**config.mk**
```make
export PLATFORM = sky130hd
export DESIGN_NAME = markup_script_content_detector_top
export DESIGN_NICKNAME = d
export VERILOG_FILES = /design/src/hw/rtl/mcsd_pkg.sv /design/src/hw/rtl/mcsd_hist_cell.sv /design/src/hw/rtl/mcsd_detect.sv /design/src/hw/rtl/markup_script_content_detector_top.sv
export VERILOG_INCLUDE_DIRS = /design/src /design/src/hw/rtl
export SDC_FILE = /design/constraint.sdc
export NUM_CORES = 1
export LEC_CHECK = 0
export ABC_AREA = 1
export BUFFER_PORTS_ARGS = -buffer_cell sky130_fd_sc_hd__buf_2
export CORE_UTILIZATION = 40
export DETAILED_ROUTE_END_ITERATION = 7
export PLACE_DENSITY_LB_ADDON = 0.05
export SLEW_MARGIN = 20
export SYNTH_ARGS = -nofsm -noshare
export SYNTH_HDL_FRONTEND = slang
export SYNTH_SLANG_ARGS = --single-unit
```
**constraint.sdc**
```tcl
create_clock -name clk -period 1.9 [get_ports clk]
set_clock_uncertainty 0.2 [all_clocks]
set_input_delay 0.095 -clock clk [delete_from_list [all_inputs] [get_ports clk]]
set_output_delay 0.095 -clock clk [all_outputs]
set_load 0.02 [all_outputs]
```
**src/hw/rtl/markup_script_content_detector_top_macros.svh**
```systemverilog
// assertion macros for the markup and script content detector
// used by markup_script_content_detector_top; expects clk and rst_n in scope
`ifndef MARKUP_SCRIPT_CONTENT_DETECTOR_TOP_MACROS_SVH
`define MARKUP_SCRIPT_CONTENT_DETECTOR_TOP_MACROS_SVH

// check that is off while reset is asserted
`define MCSD_ASSERT(lbl, prop, msg) \
  lbl: assert property (@(posedge clk) disable iff (!rst_n) prop) else $error(msg);

// check that also covers the reset cycles
`define MCSD_ASSERT_RST(lbl, prop, msg) \
  lbl: assert property (@(posedge clk) prop) else $error(msg);

`endif

```
**src/hw/rtl/mcsd_pkg.sv**
```systemverilog
// shared types, keyword table and match function for the content detector
// no dependencies
package mcsd_pkg;

  localparam int HIST_DEPTH = 8;
  localparam int KW_COUNT   = 10;
  localparam int KW_MAXLEN  = 9;

  // keyword groups: first group needs one of second group too
  localparam logic [KW_COUNT-1:0] GROUP_A_MASK = 10'h14F;
  localparam logic [KW_COUNT-1:0] GROUP_B_MASK = 10'h2B0;

  // tag matcher codes
  localparam logic [1:0] TAG_IDLE  = 2'd0;
  localparam logic [1:0] TAG_OPEN  = 2'd1;
  localparam logic [1:0] TAG_INNER = 2'd2;

  localparam logic [7:0] CH_LT = "<";
  localparam logic [7:0] CH_GT = ">";

  typedef logic [HIST_DEPTH-1:0][7:0] hist_t;

  // per-beat control for the history chain and the matcher
  typedef struct packed {
    logic shift;
    logic flush;
  } ctrl_t;

  // verdict of a field as it stands after the current beat
  typedef struct packed {
    logic tag;
    logic script;
  } verdict_t;

  // keyword lengths
  localparam logic [3:0] KW_LEN [KW_COUNT] = '{
    4'd4, 4'd4, 4'd6, 4'd4, 4'd1, 4'd9, 4'd6, 4'd5, 4'd6, 4'd8
  };

  // keywords stored last character first, so entry 0 meets the current byte
  localparam logic [7:0] KW_REV [KW_COUNT][KW_MAXLEN] = '{
    '{" ", "r", "a", "v", 8'h00, 8'h00, 8'h00, 8'h00, 8'h00},
    '{" ", "t", "e", "l", 8'h00, 8'h00, 8'h00, 8'h00, 8'h00},
    '{" ", "t", "s", "n", "o", "c", 8'h00, 8'h00, 8'h00},
    '{"l", "a", "v", "e", 8'h00, 8'h00, 8'h00, 8'h00, 8'h00},
    '{"=", 8'h00, 8'h00, 8'h00, 8'h00, 8'h00, 8'h00, 8'h00, 8'h00},
    '{" ", "n", "o", "i", "t", "c", "n", "u", "f"},
    '{" ", "c", "n", "y", "s", "a", 8'h00, 8'h00, 8'h00},
    '{"t", "i", "a", "w", "a", 8'h00, 8'h00, 8'h00, 8'h00},
    '{"(", "t", "r", "e", "l", "a", 8'h00, 8'h00, 8'h00},
    '{".", "e", "l", "o", "s", "n", "o", "c", 8'h00}
  };

  // keyword k ends on the current byte
  function automatic logic kw_hit(input logic [3:0] k, input logic [7:0] cur,
                                  input hist_t hist, input logic [HIST_DEPTH-1:0] hvld);
    logic hit;
    hit = (cur == KW_REV[k][0]);
    for (int j = 1; j < KW_MAXLEN; j++) begin
      if (4'(j) < KW_LEN[k]) begin
        hit = hit & hvld[j-1] & (hist[j-1] == KW_REV[k][j]);
      end
    end
    return hit;
  endfunction

endpackage

```
**src/hw/rtl/mcsd_hist_cell.sv**
```systemverilog
// one byte cell of the history shift chain
// depends on mcsd_pkg
module mcsd_hist_cell (
  input  logic           clk,
  input  logic           rst_n,
  input  mcsd_pkg::ctrl_t ctrl,
  input  logic [7:0]     d_byte,
  input  logic           d_vld,
  output logic [7:0]     q_byte,
  output logic           q_vld
);

  logic [7:0] byte_r;
  logic       vld_r;
  logic       vld_nxt;

  // valid follows the neighbor, flushed at the end of a field
  always_comb begin
    vld_nxt = vld_r;
    if (ctrl.flush) begin
      vld_nxt = 1'b0;
    end else if (ctrl.shift) begin
      vld_nxt = d_vld;
    end
  end

  always_ff @(posedge clk) begin
    if (!rst_n) begin
      vld_r <= 1'b0;
    end else begin
      vld_r <= vld_nxt;
    end
  end

  // byte payload, no reset
  always_ff @(posedge clk) begin
    if (ctrl.shift) begin
      byte_r <= d_byte;
    end
  end

  assign q_byte = byte_r;
  assign q_vld  = vld_r;

endmodule

```
**src/hw/rtl/mcsd_detect.sv**
```systemverilog
// tag matcher, sticky keyword flags and field verdict
// depends on mcsd_pkg
module mcsd_detect (
  input  logic                           clk,
  input  logic                           rst_n,
  input  mcsd_pkg::ctrl_t                ctrl,
  input  logic [7:0]                     cur,
  input  mcsd_pkg::hist_t                hist,
  input  logic [mcsd_pkg::HIST_DEPTH-1:0] hvld,
  output mcsd_pkg::verdict_t             verdict
);

  logic [1:0]                      tag_state_r, tag_state_nxt;
  logic                            tag_seen_r, tag_seen_nxt;
  logic [mcsd_pkg::KW_COUNT-1:0]   kw_seen_r, kw_seen_nxt;
  logic [mcsd_pkg::KW_COUNT-1:0]   kw_hit_now;

  // tag matcher step; state 3 never occurs and behaves like inner
  always_comb begin
    tag_state_nxt = tag_state_r;
    tag_seen_nxt  = tag_seen_r;
    if (cur == mcsd_pkg::CH_LT) begin
      tag_state_nxt = mcsd_pkg::TAG_OPEN;
    end else if (cur == mcsd_pkg::CH_GT) begin
      case (tag_state_r)
        mcsd_pkg::TAG_IDLE: tag_seen_nxt = tag_seen_r;
        mcsd_pkg::TAG_OPEN: tag_seen_nxt = tag_seen_r;
        default:            tag_seen_nxt = 1'b1;
      endcase
      tag_state_nxt = mcsd_pkg::TAG_IDLE;
    end else if (tag_state_r != mcsd_pkg::TAG_IDLE) begin
      tag_state_nxt = mcsd_pkg::TAG_INNER;
    end
  end

  // one comparator row per keyword
  for (genvar g = 0; g < mcsd_pkg::KW_COUNT; g++) begin : g_kw
    assign kw_hit_now[g] = mcsd_pkg::kw_hit(4'(g), cur, hist, hvld);
  end

  assign kw_seen_nxt = kw_seen_r | kw_hit_now;

  // verdict including the current beat
  assign verdict.tag    = tag_seen_nxt;
  assign verdict.script = (|(kw_seen_nxt & mcsd_pkg::GROUP_A_MASK)) &
                          (|(kw_seen_nxt & mcsd_pkg::GROUP_B_MASK));

  always_ff @(posedge clk) begin
    if (!rst_n) begin
      tag_state_r <= mcsd_pkg::TAG_IDLE;
      tag_seen_r  <= 1'b0;
      kw_seen_r   <= '0;
    end else if (ctrl.flush) begin
      tag_state_r <= mcsd_pkg::TAG_IDLE;
      tag_seen_r  <= 1'b0;
      kw_seen_r   <= '0;
    end else if (ctrl.shift) begin
      tag_state_r <= tag_state_nxt;
      tag_seen_r  <= tag_seen_nxt;
      kw_seen_r   <= kw_seen_nxt;
    end
  end

endmodule

```
**src/hw/rtl/markup_script_content_detector_top.sv**
```systemverilog
// Markup and script content detector. Takes one byte of a text field per beat, with
// in_last on the final byte, and in the next cycle gives one result beat: tag_found,
// script_found and dangerous. A byte is taken every cycle unless stalled; the rate is
// set by the eight-cell history chain, which moves one byte per cycle and feeds the
// keyword comparators directly. The result sits in an output register; while it waits
// with out_ready low, in_ready is low and every input byte stalls, and a result taken
// in the same cycle as a new last byte makes room for the next one. All field state
// clears after the last byte. An empty field sends no beats and yields no result.
// depends on mcsd_pkg, mcsd_hist_cell, mcsd_detect and the macros header
`include "markup_script_content_detector_top_macros.svh"

module markup_script_content_detector_top (
  input  logic       clk,
  input  logic       rst_n,
  input  logic       in_valid,
  output logic       in_ready,
  input  logic [7:0] in_data_byte,
  input  logic       in_last,
  output logic       out_valid,
  input  logic       out_ready,
  output logic       out_tag_found,
  output logic       out_script_found,
  output logic       out_dangerous
);

  mcsd_pkg::ctrl_t                  ctrl;
  mcsd_pkg::hist_t                  hist;
  logic [mcsd_pkg::HIST_DEPTH-1:0]  hvld;
  mcsd_pkg::verdict_t               verdict;
  logic                             take;
  logic                             out_valid_r, out_valid_nxt;
  logic                             tag_r, script_r;

  // input beat taken whenever the result slot is free or draining
  assign in_ready   = !out_valid_r || out_ready;
  assign take       = in_valid && in_ready;
  assign ctrl.shift = take;
  assign ctrl.flush = take && in_last;

  // history chain, newest byte in cell 0
  for (genvar i = 0; i < mcsd_pkg::HIST_DEPTH; i++) begin : g_cell
    if (i == 0) begin : g_head
      mcsd_hist_cell u_cell (
        .clk    (clk),
        .rst_n  (rst_n),
        .ctrl   (ctrl),
        .d_byte (in_data_byte),
        .d_vld  (1'b1),
        .q_byte (hist[i]),
        .q_vld  (hvld[i])
      );
    end else begin : g_body
      mcsd_hist_cell u_cell (
        .clk    (clk),
        .rst_n  (rst_n),
        .ctrl   (ctrl),
        .d_byte (hist[i-1]),
        .d_vld  (hvld[i-1]),
        .q_byte (hist[i]),
        .q_vld  (hvld[i])
      );
    end
  end

  mcsd_detect u_detect (
    .clk     (clk),
    .rst_n   (rst_n),
    .ctrl    (ctrl),
    .cur     (in_data_byte),
    .hist    (hist),
    .hvld    (hvld),
    .verdict (verdict)
  );

  // result slot
  always_comb begin
    out_valid_nxt = out_valid_r;
    if (ctrl.flush) begin
      out_valid_nxt = 1'b1;
    end else if (out_ready) begin
      out_valid_nxt = 1'b0;
    end
  end

  always_ff @(posedge clk) begin
    if (!rst_n) begin
      out_valid_r <= 1'b0;
    end else begin
      out_valid_r <= out_valid_nxt;
    end
  end

  always_ff @(posedge clk) begin
    if (ctrl.flush) begin
      tag_r    <= verdict.tag;
      script_r <= verdict.script;
    end
  end

  assign out_valid        = out_valid_r;
  assign out_tag_found    = tag_r;
  assign out_script_found = script_r;
  assign out_dangerous    = tag_r | script_r;

  // checks
  `MCSD_ASSERT_RST(a_rst_no_result, !rst_n |=> !out_valid_r, "result valid after reset")
  `MCSD_ASSERT(a_flush_clears_hist, ctrl.flush |=> (hvld == '0), "history not cleared after last beat")
  `MCSD_ASSERT(a_hist_contiguous, (hvld[7:1] & ~hvld[6:0]) == 7'd0, "history valid bits have a gap")
  `MCSD_ASSERT(a_result_on_last, (out_valid_r && !$past(out_valid_r)) |-> $past(ctrl.flush), "result without last beat")

endmodule
```
== Yosys cells after proc, flatten, opt, wreduce, memory -nomap -nowiden ==
Cells that the tools add are included.

* Register bits: 88
* Input port bits: 13
* Output and inout bits: 5
* Logic and storage cells: 172

* Equal/unequal tests: 45
* Multiplexer cells: 8
* Bitwise logic cells: 84
* Reduce and logical (&&, ||, !) cells: 13

{| class="wikitable"
|+ Operator list
! cell !! count
|-
| $eq A8 B7 Y1 const B || 38
|-
| $and A1 B1 Y1 || 81
|-
| $eq A8 B6 Y1 const B || 6
|-
| $or A10 B10 Y10 || 1
|-
| $mux W2 || 3
|-
| $reduce_or A6 Y1 || 1
|-
| $mux W1 || 5
|-
| $reduce_bool A2 Y1 || 2
|-
| $reduce_or A2 Y1 || 2
|-
| $reduce_or A4 Y1 || 1
|-
| $reduce_bool A3 Y1 || 1
|-
| $eq A2 B1 Y1 const B || 1
|-
| $logic_and A1 B1 Y1 || 2
|-
| $logic_not A2 Y1 || 1
|-
| $reduce_and A2 Y1 || 1
|-
| $logic_not A1 Y1 || 1
|-
| $logic_or A1 B1 Y1 || 1
|-
| $not A1 Y1 || 1
|-
| $or A1 B1 Y1 || 1
|}

== Depth between registers and ports, before layout ==
* Depth after elaboration: 20
* Mapped depth: 12
* Depth with buffers taken out: 12

== By module ==
Synthesis repeated with hierarchy kept, for this count alone.

* Cell total of the unflattened synthesis: 486
* Area, all modules: 4139.0 um2

{| class="wikitable"
|+ Modules (own cells, without submodules)
! module !! times used !! cells an instance !! area each (um2) !! sequential area each (um2)
|-
| mcsd_hist_cell || 8 || 15 || 287.8 || 260.2
|-
| mcsd_detect || 1 || 351 || 1695.4 || 260.2
|-
| markup_script_content_detector_top || 1 || 15 || 141.4 || 80.1
|}

== Worst setup path before layout ==
No wires, ideal clock.

* Path kind: register to register
* Start: reg out_valid_r (netlist: out_valid)
* End: reg g_cell[0].g_head.u_cell.byte_r[0], enable pin
* Library setup time: 0.378 ns
* Data arrival time: 1.326 ns
* Data required time: 1.322 ns
* Path slack: -0.004 ns
* Cell stages (with the launch flop): 5
* Path buffers: 1
* Clock period less this slack: 1.904 ns
* Path through: dfxtp_1 -> nand2_2 -> nand2_2 -> inv_2 -> buf_4

* Cells in the longest elaborated chain, start to end: 3

{| class="wikitable"
|+ Ends and longest elaborated chain
! element !! line !! source
|-
| start, declared || markup_script_content_detector_top.sv:31 || <nowiki>logic out_valid_r, out_valid_nxt;</nowiki>
|-
| start signal, assigned || markup_script_content_detector_top.sv:89 || <nowiki>out_valid_r <= out_valid_nxt;</nowiki>
|-
| $logic_not A1 Y1 || markup_script_content_detector_top.sv:35 || <nowiki>assign in_ready = !out_valid_r || out_ready;</nowiki>
|-
| $logic_or A1 B1 Y1 || markup_script_content_detector_top.sv:35 ||
|-
| named net in_ready || markup_script_content_detector_top.sv:16 || <nowiki>output logic in_ready,</nowiki>
|-
| $logic_and A1 B1 Y1 || markup_script_content_detector_top.sv:36 || <nowiki>assign take = in_valid && in_ready;</nowiki>
|-
| named net take || markup_script_content_detector_top.sv:30 || <nowiki>logic take;</nowiki>
|-
| end signal, assigned || mcsd_hist_cell.sv:38 || <nowiki>byte_r <= d_byte;</nowiki>
|-
| end, declared || mcsd_hist_cell.sv:13 || <nowiki>logic [7:0] byte_r;</nowiki>
|}

The timed path passes the listed nets, and every way through them passes these cells.
A chain may end at the register's enable or synchronous reset.

==> results by group <==
GRT
  • Antenna violations before repair: 0
  • First-pass GRT wire length: 14300 µm
  • GR Overflow Total: 0
  • Vias in the first global route: 2876
  • Largest net degree at the start of global routing: 41
  • Total track usage: 0.194

Setup path
  • Crit path DAT: 1.81 ns
  • Worst path required time: 1.94 ns
  • Max FO, Critical Path: 4
  • Crit. End Element: register
  • Worst setup SP type: register
  • WS Path Type: register to register

STA
  • Slew margin rel.: 0.800
  • Final hold viol count: 0
  • # setup viols final: 0
  • Tmin final: 1.77 ns
  • Worst Tran Pin Value: 0.299 ns
  • RSZ-0062 raised after global routing: no
  • Fmax: 564 MHz
  • Slew Limit Fails: 0
  • Setup TNS: 0 ns
  • Period utilization: 0.933

CTS
  • Htree depth: 3
  • CTS tree: done
  • Sink Count: 88
  • Setup bufs post-CTS: 0
  • Clock buffer count from CTS: 9
  • Worst-case clock buffer depth: 2
  • Register clock-pin slew on the reported worst setup and hold paths: 0.09 ns
  • Clock root cell: clkbuf_8
  • Skew-Pair Late Insertion Delay: 0.37 ns

Die
  • Starting density of the core: 0.411
  • Die Wd: 102 µm
  • I/O pin count: 18
  • Std-Cell Rows: 36
  • Chip Height: 102 µm
  • Core Footprint: 9730 µm²
  • DIE AREA: 10400 µm²

Layout
  • Synth-to-layout area growth: 16.6%
  • ANT cells: 0
  • Share of layout cells above drive strength 1: 0.157
  • Final Instance Count excl. Fillers: 630
  • Final nets: 505

Yosys
  • Cells after Synth: 447
  • Top post-synthesis cells by area: edfxtp_1 (50%), dfxtp_1 (11%), nand2_1 (9.6%)
  • Area leader, netlist: edfxtp_1
  • Seq/Total Area, Yosys: 0.606
  • Most frequent cell after synthesis: nand2_1
  • Synth top cells by count: nand2_1 (102), nor2_1 (90), edfxtp_1 (66), inv_1 (66)
  • Syn Nets: 460
  • Synthesized area per cell: 8.94 µm²
  • Ys async rst share: 0
  • Ys flop type: edfxtp_1
  • Synthesis Warnings: 0
  • Post-synth EDFFs: 66
  • Yosys top cell area share: 0.496
  • Register bit total from synthesis: 88
  • Post-synth cell types: 26
  • Synth Cell Area: 4000 µm²

Detailed routing
  • Vias per cell: 4.73
  • DRT iter0 DRCs: 253
  • Drt first pass iters: 5
  • Via count: 2979
  • Detailed Route WL: 9110 µm
  • Avg WL per Cell: 14.5 µm
  • Post-route DRC: 0
  • Antenna Nets Post-Route: 0

Hold path
  • Worst Hold Class: register to register

Placed design
  • Dpl hpwl: 6820 µm
  • GPL Wtd Cong: 0.943
  • Input/output buffers: 17
  • DP Cell Count: 600

Power
  • Pleak: 0.00183 µW
  • PD cells: 817 nW/µm²
  • VDD IR max: 384 µV

Status
  • Outcome: complete, no violations

Run
  • Max-cap viol count: 0
[state kept, by name, indices dropped and copies added (netlist names)]
| register | cells |
|---|---|
| g_cell.g_head.u_cell.q_byte | 8 |
| g_cell.g_head.u_cell.q_vld | 1 |
| u_detect.kw_seen_r | 10 |
| out_tag_found | 1 |
| out_valid | 1 |
| u_detect.tag_state_r | 2 |
| u_detect.tag_seen_r | 1 |
| g_cell.g_body.u_cell.q_vld | 7 |
| g_cell.g_body.u_cell.q_byte | 56 |
| out_script_found | 1 |
[worst max-delay path: stages, from the launching register on]
cell and delay [ns]:
edfxtp_1 0.50, inv_1 0.13, nand2_2 0.07, nor2_2 0.13
nand3_2 0.10, nor2_4 0.15, nand2_2 0.07, nor2_4 0.10
nor2_1 0.05, nand2_1 0.06, nand2_1 0.05, inv_1 0.06
[power by group]
group	internal, µW	total (µW)	leakage (µW)	switching (µW)
Clock	612	1300	0.0000929	685
Sequential	2180	2250	0.000820	72.8
Combinational	92.0	262	0.000915	170
[path summary, 6_finish.rpt]
check                                                                  from                                          end  slack [ns]  cells past startpoint
worst max-delay path            g_cell[0].g_head.u_cell.q_byte[3]$_DFFE_PP_                   out_script_found$_DFFE_PP_        0.13                     11
worst max register to register  g_cell[0].g_head.u_cell.q_byte[3]$_DFFE_PP_                   out_script_found$_DFFE_PP_        0.13                     11
worst min-delay path            g_cell[5].g_body.u_cell.q_byte[4]$_DFFE_PP_  g_cell[6].g_body.u_cell.q_byte[4]$_DFFE_PP_        0.24                      0
worst min register to register  g_cell[5].g_body.u_cell.q_byte[4]$_DFFE_PP_  g_cell[6].g_body.u_cell.q_byte[4]$_DFFE_PP_        0.24                      0
[final cells by class]
class | instances | area (µm²)
Fill cell | 962 | 5070
Tap cell | 133 | 166
Timing Repair Buffer | 37 | 295
Multi-Input combinational cell | 283 | 1310
Clock inverter | 6 | 67.6
Inverter | 73 | 274
Sequential cell | 88 | 2420
Clock buffer | 10 | 128
[logic make-up after synthesis]
logic type | share of synthesized area
buf+inv | 0.0729
simple gates | 0.285
compound gates | 0.0366
flops | 0.606
[what timing repair did]
action | CTS | global route
endpoints found under the hold margin | 32 | 0
gates resized for setup | 0 | 10
endpoints found under the setup margin | 0 | 1
hold buffers | 14 | 0
[per-layer routing]
metal | global-route usage | up-vias | wire (µm)
li1 | - | 1523 | -
met1 | 0.249 | 1373 | 4210
met2 | 0.315 | 70 | 4450
met3 | 0.0486 | 13 | 341
met4 | 0.0736 | 0 | 105
met5 | 0 | - | 0
[per-stage QoR]
stage                     total power (µW)  hold WS [ns]  utilization  area (µm²)  setup slack, ns
after floorplan                       2420      -0.00737            -        4000            0.136
after global placement                2530         0.109        0.442        4300            0.118
after detailed placement              2530         0.103        0.442        4300            0.110
after CTS                             3850         0.241        0.477        4640           0.0713
after global routing                  3970         0.254        0.479        4660          0.00345
final                                 3810         0.241        0.479        4660            0.127
[cell usage in the layout, fill, tap and decap left out, types with 2 or more instances in the layout]
cell,Yosys,routed
nand2_1,102,102
nor2_1,90,82
edfxtp_1,66,66
inv_1,66,65
nand3_1,22,22
dfxtp_1,22,22
nand4_1,17,17
buf_2,2,17
a21oi_1,16,16
nor2_2,8,16
dlygate4sd3_1,0,14
clkbuf_8,0,9
inv_2,7,8
nand2_2,5,5
o21ai_0,4,4
buf_4,1,4
nor2_4,3,3
nand3_2,3,3
nor3_1,3,2
o21a_1,2,2
clkinvlp_4,0,2
buf_12,0,2
No activity file was read; power rests on OpenSTA's default activity.
